### config.mk
export PLATFORM = sky130hd
export DESIGN_NAME = binary_max_heap_queue_unit
export DESIGN_NICKNAME = d
export VERILOG_FILES = /design/src/rtl/bmhq_pkg.sv /design/src/rtl/bmhq_ram.sv /design/src/rtl/bmhq_cmp.sv /design/src/rtl/binary_max_heap_queue_unit.sv
export SDC_FILE = /design/constraint.sdc
export NUM_CORES = 2
export LEC_CHECK = 0
export ABC_AREA = 1
export BUFFER_PORTS_ARGS = -buffer_cell sky130_fd_sc_hd__buf_4
export CAP_MARGIN = 20
export CELL_PAD_IN_SITES_DETAIL_PLACEMENT = 0
export CELL_PAD_IN_SITES_GLOBAL_PLACEMENT = 1
export CORE_ASPECT_RATIO = 1.4
export CORE_MARGIN = 5
export CORE_UTILIZATION = 26
export CTS_CLUSTER_SIZE = 40
export DETAILED_ROUTE_END_ITERATION = 6
export HOLD_SLACK_MARGIN = 0.02
export PLACE_DENSITY_LB_ADDON = 0.1
export SYNTH_ARGS = -nofsm -noshare
export SYNTH_HDL_FRONTEND = slang
export SYNTH_SLANG_ARGS = --single-unit
### constraint.sdc
create_clock -name i_clk -period 10.66 [get_ports i_clk]
set_clock_uncertainty 0.05 [all_clocks]
set_input_delay 1.599 -clock i_clk [delete_from_list [all_inputs] [get_ports i_clk]]
set_output_delay 1.599 -clock i_clk [all_outputs]
set_load 0.005 [all_outputs]
### src/rtl/bmhq_pkg.sv
// ----------------------------------------------------------------------------
// bmhq_pkg
// shared sizes, codes and helpers of the binary max heap queue
// ----------------------------------------------------------------------------
package bmhq_pkg;

    localparam int DEPTH  = 64;
    localparam int DATA_W = 32;
    localparam int ADDR_W = $clog2(DEPTH);
    localparam int CNT_W  = $clog2(DEPTH + 1);
    localparam int CAP_W  = 7;
    localparam int IDX_W  = ADDR_W + 2;

    localparam logic [CAP_W-1:0] CAP_RESET = 7'd64;

    localparam logic OP_INSERT = 1'b0;
    localparam logic OP_DELETE = 1'b1;

    localparam logic [1:0] ST_DONE  = 2'd0;
    localparam logic [1:0] ST_FULL  = 2'd1;
    localparam logic [1:0] ST_EMPTY = 2'd2;

    typedef logic signed [DATA_W-1:0] t_data;
    typedef logic [ADDR_W-1:0]        t_addr;
    typedef logic [CNT_W-1:0]         t_cnt;

    typedef enum logic [3:0] {
        S_IDLE,
        S_INS_RD,
        S_INS_CMP,
        S_DEL_ROOT,
        S_DEL_LAST,
        S_DEL_CAP,
        S_DN_L,
        S_DN_R,
        S_DN_LR,
        S_DN_CMP,
        S_RESP
    } t_state;

    // zero acts as one, anything above the depth acts as the depth
    function automatic t_cnt eff_cap(input logic [CAP_W-1:0] cap);
        logic [31:0] c;
        c = 32'(cap);
        if (c == 32'd0) begin
            c = 32'd1;
        end
        if (c > 32'(DEPTH)) begin
            c = 32'(DEPTH);
        end
        return CNT_W'(c);
    endfunction

endpackage

### src/rtl/bmhq_ram.sv
// ----------------------------------------------------------------------------
// bmhq_ram
// generic single write port, single read port ram with registered read data
// ----------------------------------------------------------------------------
module bmhq_ram #(
    parameter int WIDTH = 32,
    parameter int DEPTH = 64
) (
    input  logic                     i_clk,
    input  logic                     i_we,
    input  logic [$clog2(DEPTH)-1:0] i_waddr,
    input  logic [WIDTH-1:0]         i_wdata,
    input  logic [$clog2(DEPTH)-1:0] i_raddr,
    output logic [WIDTH-1:0]         o_rdata
);

    logic [WIDTH-1:0] r_mem [DEPTH];

    always_ff @(posedge i_clk) begin
        if (i_we) begin
            r_mem[i_waddr] <= i_wdata;
        end
        o_rdata <= r_mem[i_raddr];
    end

endmodule

### src/rtl/bmhq_cmp.sv
// ----------------------------------------------------------------------------
// bmhq_cmp
// shared signed greater-than unit used by every sift step
// ----------------------------------------------------------------------------
module bmhq_cmp (
    input  bmhq_pkg::t_data i_a,
    input  bmhq_pkg::t_data i_b,
    output logic            o_gt
);

    assign o_gt = (i_a > i_b);

endmodule

### src/rtl/binary_max_heap_queue_unit.sv
// ----------------------------------------------------------------------------
// binary_max_heap_queue_unit
// binary max heap priority queue over a 64-entry ram
// ----------------------------------------------------------------------------
// input transaction: i_op (0 insert i_value, 1 delete maximum), taken when
// i_valid is high and o_stall is low. o_stall stays high from the accepted
// transaction until its result has been taken, so one operation is in work
// at a time.
// output transaction: o_removed_value, o_status, o_occupancy, taken when
// o_valid is high and i_stall is low; the result holds while i_stall is high
// and the next input is accepted in the cycle after it leaves.
// an insert climbs one level per read and compare of the parent until it reaches
// the root or meets a parent that is not smaller; a delete sinks the last entry
// from the root one level per read of the children and compare until it reaches a
// leaf or is not smaller than the larger child, and it skips the sinking when it
// empties the heap; one ram read port and one shared comparator set each step.
// ignored operations (insert when full, delete when empty) go straight to the response.
// i_cfg_we writes the capacity limit; write it only while idle.
// reset (synchronous, i_rst_n low) empties the heap and sets capacity to 64.
// ----------------------------------------------------------------------------
module binary_max_heap_queue_unit (
    input  logic                         i_clk,
    input  logic                         i_rst_n,
    input  logic                         i_valid,
    output logic                         o_stall,
    input  logic                         i_op,
    input  bmhq_pkg::t_data              i_value,
    output logic                         o_valid,
    input  logic                         i_stall,
    output bmhq_pkg::t_data              o_removed_value,
    output logic [1:0]                   o_status,
    output bmhq_pkg::t_cnt               o_occupancy,
    input  logic                         i_cfg_we,
    input  logic [bmhq_pkg::CAP_W-1:0]   i_cfg_data
);

    bmhq_pkg::t_state r_state, n_state;
    bmhq_pkg::t_data  r_cur, n_cur;
    bmhq_pkg::t_data  r_best, n_best;
    bmhq_pkg::t_addr  r_best_idx, n_best_idx;
    bmhq_pkg::t_addr  r_idx, n_idx;
    bmhq_pkg::t_cnt   r_cnt, n_cnt;
    bmhq_pkg::t_data  r_removed, n_removed;
    logic [1:0]       r_status, n_status;
    logic [bmhq_pkg::CAP_W-1:0] r_cap;

    logic             ram_we;
    bmhq_pkg::t_addr  ram_waddr;
    bmhq_pkg::t_data  ram_wdata;
    bmhq_pkg::t_addr  ram_raddr;
    bmhq_pkg::t_data  ram_rdata;

    bmhq_pkg::t_data  cmp_a;
    bmhq_pkg::t_data  cmp_b;
    logic             cmp_gt;

    logic [bmhq_pkg::ADDR_W:0]  lc_idx;
    logic [bmhq_pkg::IDX_W-1:0] lc_ext;
    logic [bmhq_pkg::IDX_W-1:0] rc_ext;
    logic [bmhq_pkg::IDX_W-1:0] cnt_ext;
    bmhq_pkg::t_addr            par_idx;

    assign lc_idx  = {r_idx, 1'b1};
    assign lc_ext  = bmhq_pkg::IDX_W'(lc_idx);
    assign rc_ext  = lc_ext + bmhq_pkg::IDX_W'(1);
    assign cnt_ext = bmhq_pkg::IDX_W'(r_cnt);
    assign par_idx = (r_idx - bmhq_pkg::ADDR_W'(1)) >> 1;

    bmhq_ram #(
        .WIDTH (bmhq_pkg::DATA_W),
        .DEPTH (bmhq_pkg::DEPTH)
    ) u_ram (
        .i_clk   (i_clk),
        .i_we    (ram_we),
        .i_waddr (ram_waddr),
        .i_wdata (ram_wdata),
        .i_raddr (ram_raddr),
        .o_rdata (ram_rdata)
    );

    bmhq_cmp u_cmp (
        .i_a  (cmp_a),
        .i_b  (cmp_b),
        .o_gt (cmp_gt)
    );

    always_ff @(posedge i_clk) begin
        if (!i_rst_n) begin
            r_state <= bmhq_pkg::S_IDLE;
            r_cnt   <= '0;
            r_cap   <= bmhq_pkg::CAP_RESET;
        end else begin
            r_state <= n_state;
            r_cnt   <= n_cnt;
            if (i_cfg_we) begin
                r_cap <= i_cfg_data;
            end
        end
    end

    always_ff @(posedge i_clk) begin
        r_cur      <= n_cur;
        r_best     <= n_best;
        r_best_idx <= n_best_idx;
        r_idx      <= n_idx;
        r_removed  <= n_removed;
        r_status   <= n_status;
    end

    always_comb begin
        n_state    = r_state;
        n_cur      = r_cur;
        n_best     = r_best;
        n_best_idx = r_best_idx;
        n_idx      = r_idx;
        n_cnt      = r_cnt;
        n_removed  = r_removed;
        n_status   = r_status;
        ram_we     = 1'b0;
        ram_waddr  = r_idx;
        ram_wdata  = r_cur;
        ram_raddr  = par_idx;
        cmp_a      = r_best;
        cmp_b      = r_cur;

        case (r_state)
            bmhq_pkg::S_IDLE: begin
                if (i_valid) begin
                    n_removed = '0;
                    n_status  = bmhq_pkg::ST_DONE;
                    if (i_op == bmhq_pkg::OP_INSERT) begin
                        if (r_cnt >= bmhq_pkg::eff_cap(r_cap)) begin
                            n_status = bmhq_pkg::ST_FULL;
                            n_state  = bmhq_pkg::S_RESP;
                        end else begin
                            n_cur   = i_value;
                            n_idx   = bmhq_pkg::ADDR_W'(r_cnt);
                            n_cnt   = r_cnt + bmhq_pkg::CNT_W'(1);
                            n_state = bmhq_pkg::S_INS_RD;
                        end
                    end else begin
                        if (r_cnt == '0) begin
                            n_status = bmhq_pkg::ST_EMPTY;
                            n_state  = bmhq_pkg::S_RESP;
                        end else begin
                            n_cnt   = r_cnt - bmhq_pkg::CNT_W'(1);
                            n_state = bmhq_pkg::S_DEL_ROOT;
                        end
                    end
                end
            end

            // hole at r_idx travels up, new value waits in r_cur
            bmhq_pkg::S_INS_RD: begin
                if (r_idx == '0) begin
                    ram_we  = 1'b1;
                    n_state = bmhq_pkg::S_RESP;
                end else begin
                    ram_raddr = par_idx;
                    n_state   = bmhq_pkg::S_INS_CMP;
                end
            end

            bmhq_pkg::S_INS_CMP: begin
                cmp_a = r_cur;
                cmp_b = ram_rdata;
                ram_we = 1'b1;
                if (cmp_gt) begin
                    ram_wdata = ram_rdata;
                    n_idx     = par_idx;
                    n_state   = bmhq_pkg::S_INS_RD;
                end else begin
                    n_state = bmhq_pkg::S_RESP;
                end
            end

            bmhq_pkg::S_DEL_ROOT: begin
                ram_raddr = '0;
                n_state   = bmhq_pkg::S_DEL_LAST;
            end

            bmhq_pkg::S_DEL_LAST: begin
                ram_raddr = bmhq_pkg::ADDR_W'(r_cnt);
                n_removed = ram_rdata;
                if (r_cnt == '0) begin
                    n_state = bmhq_pkg::S_RESP;
                end else begin
                    n_state = bmhq_pkg::S_DEL_CAP;
                end
            end

            // last entry becomes the value to sink from the root
            bmhq_pkg::S_DEL_CAP: begin
                n_cur   = ram_rdata;
                n_idx   = '0;
                n_state = bmhq_pkg::S_DN_L;
            end

            bmhq_pkg::S_DN_L: begin
                if (lc_ext >= cnt_ext) begin
                    ram_we  = 1'b1;
                    n_state = bmhq_pkg::S_RESP;
                end else begin
                    ram_raddr = bmhq_pkg::ADDR_W'(lc_idx);
                    n_state   = bmhq_pkg::S_DN_R;
                end
            end

            bmhq_pkg::S_DN_R: begin
                n_best     = ram_rdata;
                n_best_idx = bmhq_pkg::ADDR_W'(lc_idx);
                if (rc_ext < cnt_ext) begin
                    ram_raddr = bmhq_pkg::ADDR_W'(rc_ext);
                    n_state   = bmhq_pkg::S_DN_LR;
                end else begin
                    n_state = bmhq_pkg::S_DN_CMP;
                end
            end

            // right child wins only when strictly larger
            bmhq_pkg::S_DN_LR: begin
                cmp_a = ram_rdata;
                cmp_b = r_best;
                if (cmp_gt) begin
                    n_best     = ram_rdata;
                    n_best_idx = bmhq_pkg::ADDR_W'(rc_ext);
                end
                n_state = bmhq_pkg::S_DN_CMP;
            end

            bmhq_pkg::S_DN_CMP: begin
                cmp_a  = r_best;
                cmp_b  = r_cur;
                ram_we = 1'b1;
                if (cmp_gt) begin
                    ram_wdata = r_best;
                    n_idx     = r_best_idx;
                    n_state   = bmhq_pkg::S_DN_L;
                end else begin
                    n_state = bmhq_pkg::S_RESP;
                end
            end

            bmhq_pkg::S_RESP: begin
                if (!i_stall) begin
                    n_state = bmhq_pkg::S_IDLE;
                end
            end

            default: begin
                n_state = bmhq_pkg::S_IDLE;
            end
        endcase
    end

    assign o_stall         = (r_state != bmhq_pkg::S_IDLE);
    assign o_valid         = (r_state == bmhq_pkg::S_RESP);
    assign o_removed_value = r_removed;
    assign o_status        = r_status;
    assign o_occupancy     = r_cnt;

endmodule
Yosys cells after proc, flatten, opt, wreduce, memory -nomap -nowiden
Memories as Yosys holds them, arrays and structs flattened. A register that Yosys moved wholly into a read port is not among the register bits.
Cells that the tools add are included.
- equal/unequal tests: 19
- reduce and logical (&&, ||, !) cells: 17
- add/sub/neg operators: 4
- multiplexer cells: 55
- order comparisons: 5
- operators with widths (cell ; number):
    $pmux W32 S2 ; 6
    $mux W32 ; 10
    $mux W7 ; 8
    $mux W6 ; 8
    $pmux W6 S4 ; 2
    $pmux W4 S11 ; 1
    $mux W4 ; 10
    $gt A32 B32 Y1 ; 1
    $gt A32 B7 Y1 const B ; 1
    $ne A2 B2 Y1 const B ; 9
    $eq A4 B3 Y1 const B ; 4
    $ge A7 B7 Y1 ; 2
    $logic_not A7 Y1 ; 2
    $eq A4 B4 Y1 const B ; 3
    $pmux W6 S2 ; 1
    $add A7 B1 Y8 const B ; 1
    $eq A4 B2 Y1 const B ; 2
    $lt A8 B7 Y1 ; 1
    $reduce_and A2 Y1 ; 4
    $reduce_and A4 Y1 ; 2
    $reduce_bool A4 Y1 ; 2
    $add A7 B1 Y7 const B ; 1
    $sub A7 B1 Y7 const B ; 1
    $logic_not A6 Y1 ; 1
    9 further kinds ; 17
- memories: 1
- bits in writable memories: 2048
- register bits: 128
- memories (name ; depth ; bits a word ; read ports ; clocked after Yosys merged registers in ; write ports ; line ; source):
    u_ram.r_mem ; 64 ; 32 ; 1 ; 1 ; 1 ; bmhq_ram.sv:17 ; logic [WIDTH-1:0] r_mem [DEPTH];

Depth between registers and ports, before layout
- depth after elaboration: 15
- gate-level depth with buffers: 30
- mapped depth without buffers: 26

Modules after synthesis
A second synthesis with hierarchy kept.
- cell total of the unflattened synthesis: 7819
- area, all modules: 91318.8 µm²
- by module, submodules not included (module ; cells an instance ; instances ; area each (µm²)):
    bmhq_ram ; 6769 ; 1 ; 82738.1
    binary_max_heap_queue_unit ; 902 ; 1 ; 7682.4
    bmhq_cmp ; 148 ; 1 ; 898.4

Worst setup path after synthesis
No wires, ideal clock.
- kind: flip-flop to flip-flop
- start point: reg r_state[3]
- end point: reg r_best[0], enable pin
- cell stages (with the launch flop): 19
- library setup time: 0.486 ns
- path slack: 4.777 ns
- buffers on the path: 1
- period minus slack after synthesis: 5.883 ns
- arrival: 5.347 ns
- path through: dfxtp_1 nor2_1 inv_1 nor2_1 nor2_1 clkbuf_1 nand2_1 o221ai_1 ha_1 nand2_1 nor2_1 nand2_1 nor4_1 nand2_1 nand2_1 nand2_1 nand2_1 nand2_1 o21ai_0
- cells in the longest elaborated chain, start to end: 5
- elaborated cells between the ends (all ways): 9
- RTL lines (what ; line ; source):
    start, declared ; binary_max_heap_queue_unit.sv:37 ; bmhq_pkg::t_state r_state, n_state;
    start signal, assigned ; binary_max_heap_queue_unit.sv:89 ; r_state <= bmhq_pkg::S_IDLE;
    start signal, assigned ; binary_max_heap_queue_unit.sv:93 ; r_state <= n_state;
    $eq A4 B4 Y1 / $eq A4 B2 Y1 (equally long branches) ; binary_max_heap_queue_unit.sv:126 ; case (r_state)
    $pmux W32 S2 ; binary_max_heap_queue_unit.sv:126 ;
    $gt A32 B32 Y1 ; bmhq_cmp.sv:11 ; assign o_gt = (i_a > i_b);
    $ne A2 B2 Y1 (no line) ; - ;
    $reduce_and A2 Y1 (no line) * ; - ;
    end signal, assigned ; binary_max_heap_queue_unit.sv:103 ; r_best <= n_best;
    end, declared ; binary_max_heap_queue_unit.sv:39 ; bmhq_pkg::t_data r_best, n_best;
Every way passes the cells marked *; elsewhere a longest branch is shown, timed or not.
A chain may end at the register's enable or synchronous reset.

Final worst setup path
- start point: reg r_idx[0]
- end point: reg u_ram.o_rdata[1], read port of u_ram.r_mem
- cells in the longest elaborated chain, start to end: 4
- elaborated cells between the ends (all ways): 7
- RTL lines (what ; line ; source):
    start, declared ; binary_max_heap_queue_unit.sv:41 ; bmhq_pkg::t_addr r_idx, n_idx;
    start signal, assigned ; binary_max_heap_queue_unit.sv:105 ; r_idx <= n_idx;
    $add A7 B1 Y8 ; binary_max_heap_queue_unit.sv:65 ; assign rc_ext = lc_ext + bmhq_pkg::IDX_W'(1);
    $lt A8 B7 Y1 ; binary_max_heap_queue_unit.sv:212 ; if (rc_ext < cnt_ext) begin
    $mux W6 ; binary_max_heap_queue_unit.sv:212 ;
    $pmux W6 S4 * ; binary_max_heap_queue_unit.sv:126 ;
    end, declared ; bmhq_ram.sv:14 ; output logic [WIDTH-1:0] o_rdata
Marks and branches as above.

==> impl_metrics.json <==
{
  "status": "complete, no violations",
  "synth_common_cells": "2804 x nand2_1, 2158 x edfxtp_1, 2066 x nand3_1",
  "r2r_cells": 23,
  "synth.top_cell.area_share": 0.674,
  "post_drt_wl_per_cell_um": 26.1,
  "row_count": 264,
  "end_kind": "register",
  "worstHoldPathCells": 0,
  "ios": 88,
  "critPathMaxStageDelay_ns": 0.95,
  "grt_usage": 0.186,
  "worst_pin_slew_ns": 1.13,
  "holdPathEnd": "r_best[14]",
  "synth-async-reset-ratio": 0,
  "synth_flop_cell": "edfxtp_1",
  "cts_root_buffer": "clkbuf_16",
  "vias": 67000,
  "worst-path-max-fanout": 108,
  "path_buf_inv": 4,
  "dpl.hpwl_mm": 192,
  "clock_latency_ns": 0.90,
  "synth_area_leaders": "edfxtp_1 67%, nand2_1 11%, nand3_1 11%",
  "synth_fp_nets": 9047,
  "core_area_sq_um": 369000,
  "reg2reg_to": "u_ram.o_rdata[1]",
  "nNetsFinal": 8964,
  "portBuffers": 87,
  "antenna_found_initial": 11,
  "h-tree-depth": 4,
  "clk_path_buf_depth": 4,
  "min-delay-path-class": "reg -> reg",
  "cp.arrival_ns": 7.10,
  "reg2reg_slack_ns": 4.33,
  "clkTransAtPathRegs_ns": 0.06,
  "avgSynthCellArea_sq_um": 10.7,
  "maxSlewHeadroom": 0.249,
  "grt_pass1_vias": 66500,
  "clock.fmax_mhz": 158,
  "synth_top_area_cell": "edfxtp_1",
  "cts_inserted_buffers": 239,
  "rsz0062_at_grt": "no",
  "crit_path_frequent_cell": "nand2_1",
  "drt-pass1-iter-count": 7,
  "die_w_um": 524,
  "dieArea_sq_um": 382000,
  "crit_path_top_delay_cell": "inv_8",
  "numClockSinks": 2208,
  "ant_nets": 0,
  "place.gp.congestion": 0.794,
  "drv_cap": 0,
  "start_kind": "register",
  "grt_pass1_wl_mm": 518,
  "fp.dieH_um": 729,
  "yosysMostFrequentCell": "nand2_1",
  "tritoncts": "yes",
  "path_cells": "inv_1 -> nor2_1 -> inv_1 -> nor2_1 -> a21oi_1 -> a21oi_1 -> ha_1 -> nand2_1 -> nand2_1 -> nor2_1 -> nand2_1 -> nand2_1 -> nand3_1 -> nand2_1 -> nand2_8 -> inv_8 -> buf_12 -> nand2_1 -> nand3_1 -> nand3_1 -> nand3_1 -> nand3_1 -> nand2_1",
  "area_growth_pct": 14.6,
  "synthesis.area_sq_um": 96100,
  "drc_errors": 0,
  "ys_types": 37,
  "ys_seq_area_frac": 0.685,
  "r2r-start": "r_idx[0]",
  "cts_hold_buffers": 0,
  "wirelength_mm": 365,
  "start_util": 0.261,
  "finalSetupViolCount": 0,
  "fin_crit_ns": 6.33,
  "avgViaCountPerCell": 4.79,
  "setup-tns-final_ns": 0,
  "slew_violations": 0,
  "cts_resized": 0,
  "grt_start_max_net_pins": 153,
  "period_share": 0.594,
  "syn-instance-count": 8942,
  "cp_top_family": "simple AND/OR/NAND/NOR gates",
  "grt-ovfl-total": 0,
  "critPathKind": "reg -> reg",
  "synth-seq-cells": 2208,
  "drive_gt1_frac": 0.0808,
  "critical_path_required_ns": 11.44,
  "ys_warn_count": 0,
  "min_from": "u_ram.o_rdata[14]",
  "drtIter0Drc": 4599,
  "synth_edf_count": 2158,
  "cts_setup_buffers": 0,
  "finalHoldViolations": 0
}
==> cell families (layout without fill, tap and decap cells) <==
logic type               Yosys count  count (layout)  share of synthesized area
AND/OR/NAND/NOR                 5251            5251                      0.240
XOR/XNOR                          11              11                    0.00100
AO/OA/AOI/OAI                    288             288                     0.0175
buffers and inverters           1124            1236                     0.0486
flip-flops                      2208            2208                      0.685
other                              0               3                          0
adder cells (fa/ha/maj)           60              60                    0.00789
==> flip-flops by register name (all words and copies together) (netlist names) <==
register / count
r_best_idx: 6
r_idx: 6
r_cur: 32
o_status: 2
o_occupancy: 7
o_removed_value: 32
u_ram.r_mem: 2048
r_cap: 7
r_state: 4
u_ram.o_rdata: 32
r_best: 32
==> cell usage in the layout, fill, tap and decap left out, types with 3 or more instances in the layout <==
| cell type | Yosys | routed |
|---|---|---|
| buf_12 | 0 | 27 |
| buf_4 | 11 | 250 |
| nor4_1 | 3 | 3 |
| o22ai_1 | 65 | 65 |
| inv_2 | 5 | 37 |
| nand4_1 | 13 | 13 |
| dfxtp_1 | 50 | 50 |
| o211ai_1 | 3 | 3 |
| inv_6 | 0 | 4 |
| clkbuf_1 | 229 | 46 |
| clkinvlp_4 | 0 | 6 |
| nand2_1 | 2804 | 2803 |
| nand2_8 | 0 | 4 |
| nand3b_1 | 194 | 194 |
| clkinv_2 | 0 | 48 |
| o21ai_4 | 0 | 3 |
| nor2_4 | 0 | 65 |
| ha_1 | 59 | 59 |
| a21oi_1 | 72 | 69 |
| inv_1 | 516 | 480 |
| diode_2 | 0 | 3 |
| inv_8 | 0 | 3 |
| o21a_1 | 3 | 3 |
| xor2_1 | 11 | 11 |
| o21ai_0 | 103 | 101 |
| edfxtp_1 | 2158 | 2158 |
| clkbuf_16 | 0 | 241 |
| clkinv_1 | 0 | 57 |
| bufinv_16 | 0 | 15 |
| clkbuf_8 | 0 | 18 |
| nand3_1 | 2066 | 2066 |
| nor2_1 | 160 | 95 |
| o221ai_1 | 35 | 35 |
| a21oi_4 | 0 | 3 |
==> area by class of cell <==
cell class                      instances  area (sq um)
Fill cell                           38000        259000
Clock buffer                          305          6450
Tap cell                             4921          6160
Multi-Input combinational cell       5610         26200
Sequential cell                      2208         65800
Antenna cell                            3          7.51
Clock inverter                        131          1000
Inverter                              521          1980
Timing Repair Buffer                  279          2470
==> per-layer routing <==
| metal | track usage | wire [um] | part of all wire | vias to the layer above |
|---|---|---|---|---|
| li1 | - | - | - | 30800 |
| met1 | 0.239 | 157000 | 0.43 | 34600 |
| met2 | 0.335 | 187000 | 0.51 | 1241 |
| met3 | 0.0193 | 12600 | 0.035 | 396 |
| met4 | 0.0436 | 9040 | 0.025 | 0 |
| met5 | 0 | 0 | 0 | - |
==> stage by stage <==
step / cell area, sq um / worst slack, ns / utilization / hold WS (ns) / instances
after detailed placement: 102000 / 4.25 / 0.278 / 0.461 / 13500
after global routing: 110000 / 3.91 / 0.299 / 0.482 / 14000
after CTS: 110000 / 4.25 / 0.298 / 0.472 / 14000
after global placement: 102000 / 4.22 / 0.278 / 0.449 / 13500
after floorplan: 96100 / 4.78 / - / 0.358 / 8942
final: 110000 / 4.33 / 0.299 / 0.475 / 14000
==> worst max path at each step <==
stage	depth (start not counted)	endpoint	start	slack [ns]
2_1_floorplan	18	r_best[0]	r_state[3]	4.78
3_3_place_gp	23	u_ram.r_mem[8][6]	r_state[3]	4.22
3_5_place_dp	23	u_ram.o_rdata[1]	r_idx[0]	4.25
4_1_cts	23	u_ram.o_rdata[1]	r_idx[0]	4.25
5_1_grt	26	u_ram.o_rdata[1]	r_idx[0]	3.91
6_report	23	u_ram.o_rdata[1]	r_idx[0]	4.33
Power is left out: the tool's default activity adds up to more than one toggle a clock period on the data nets, which glitch-free logic cannot reach.
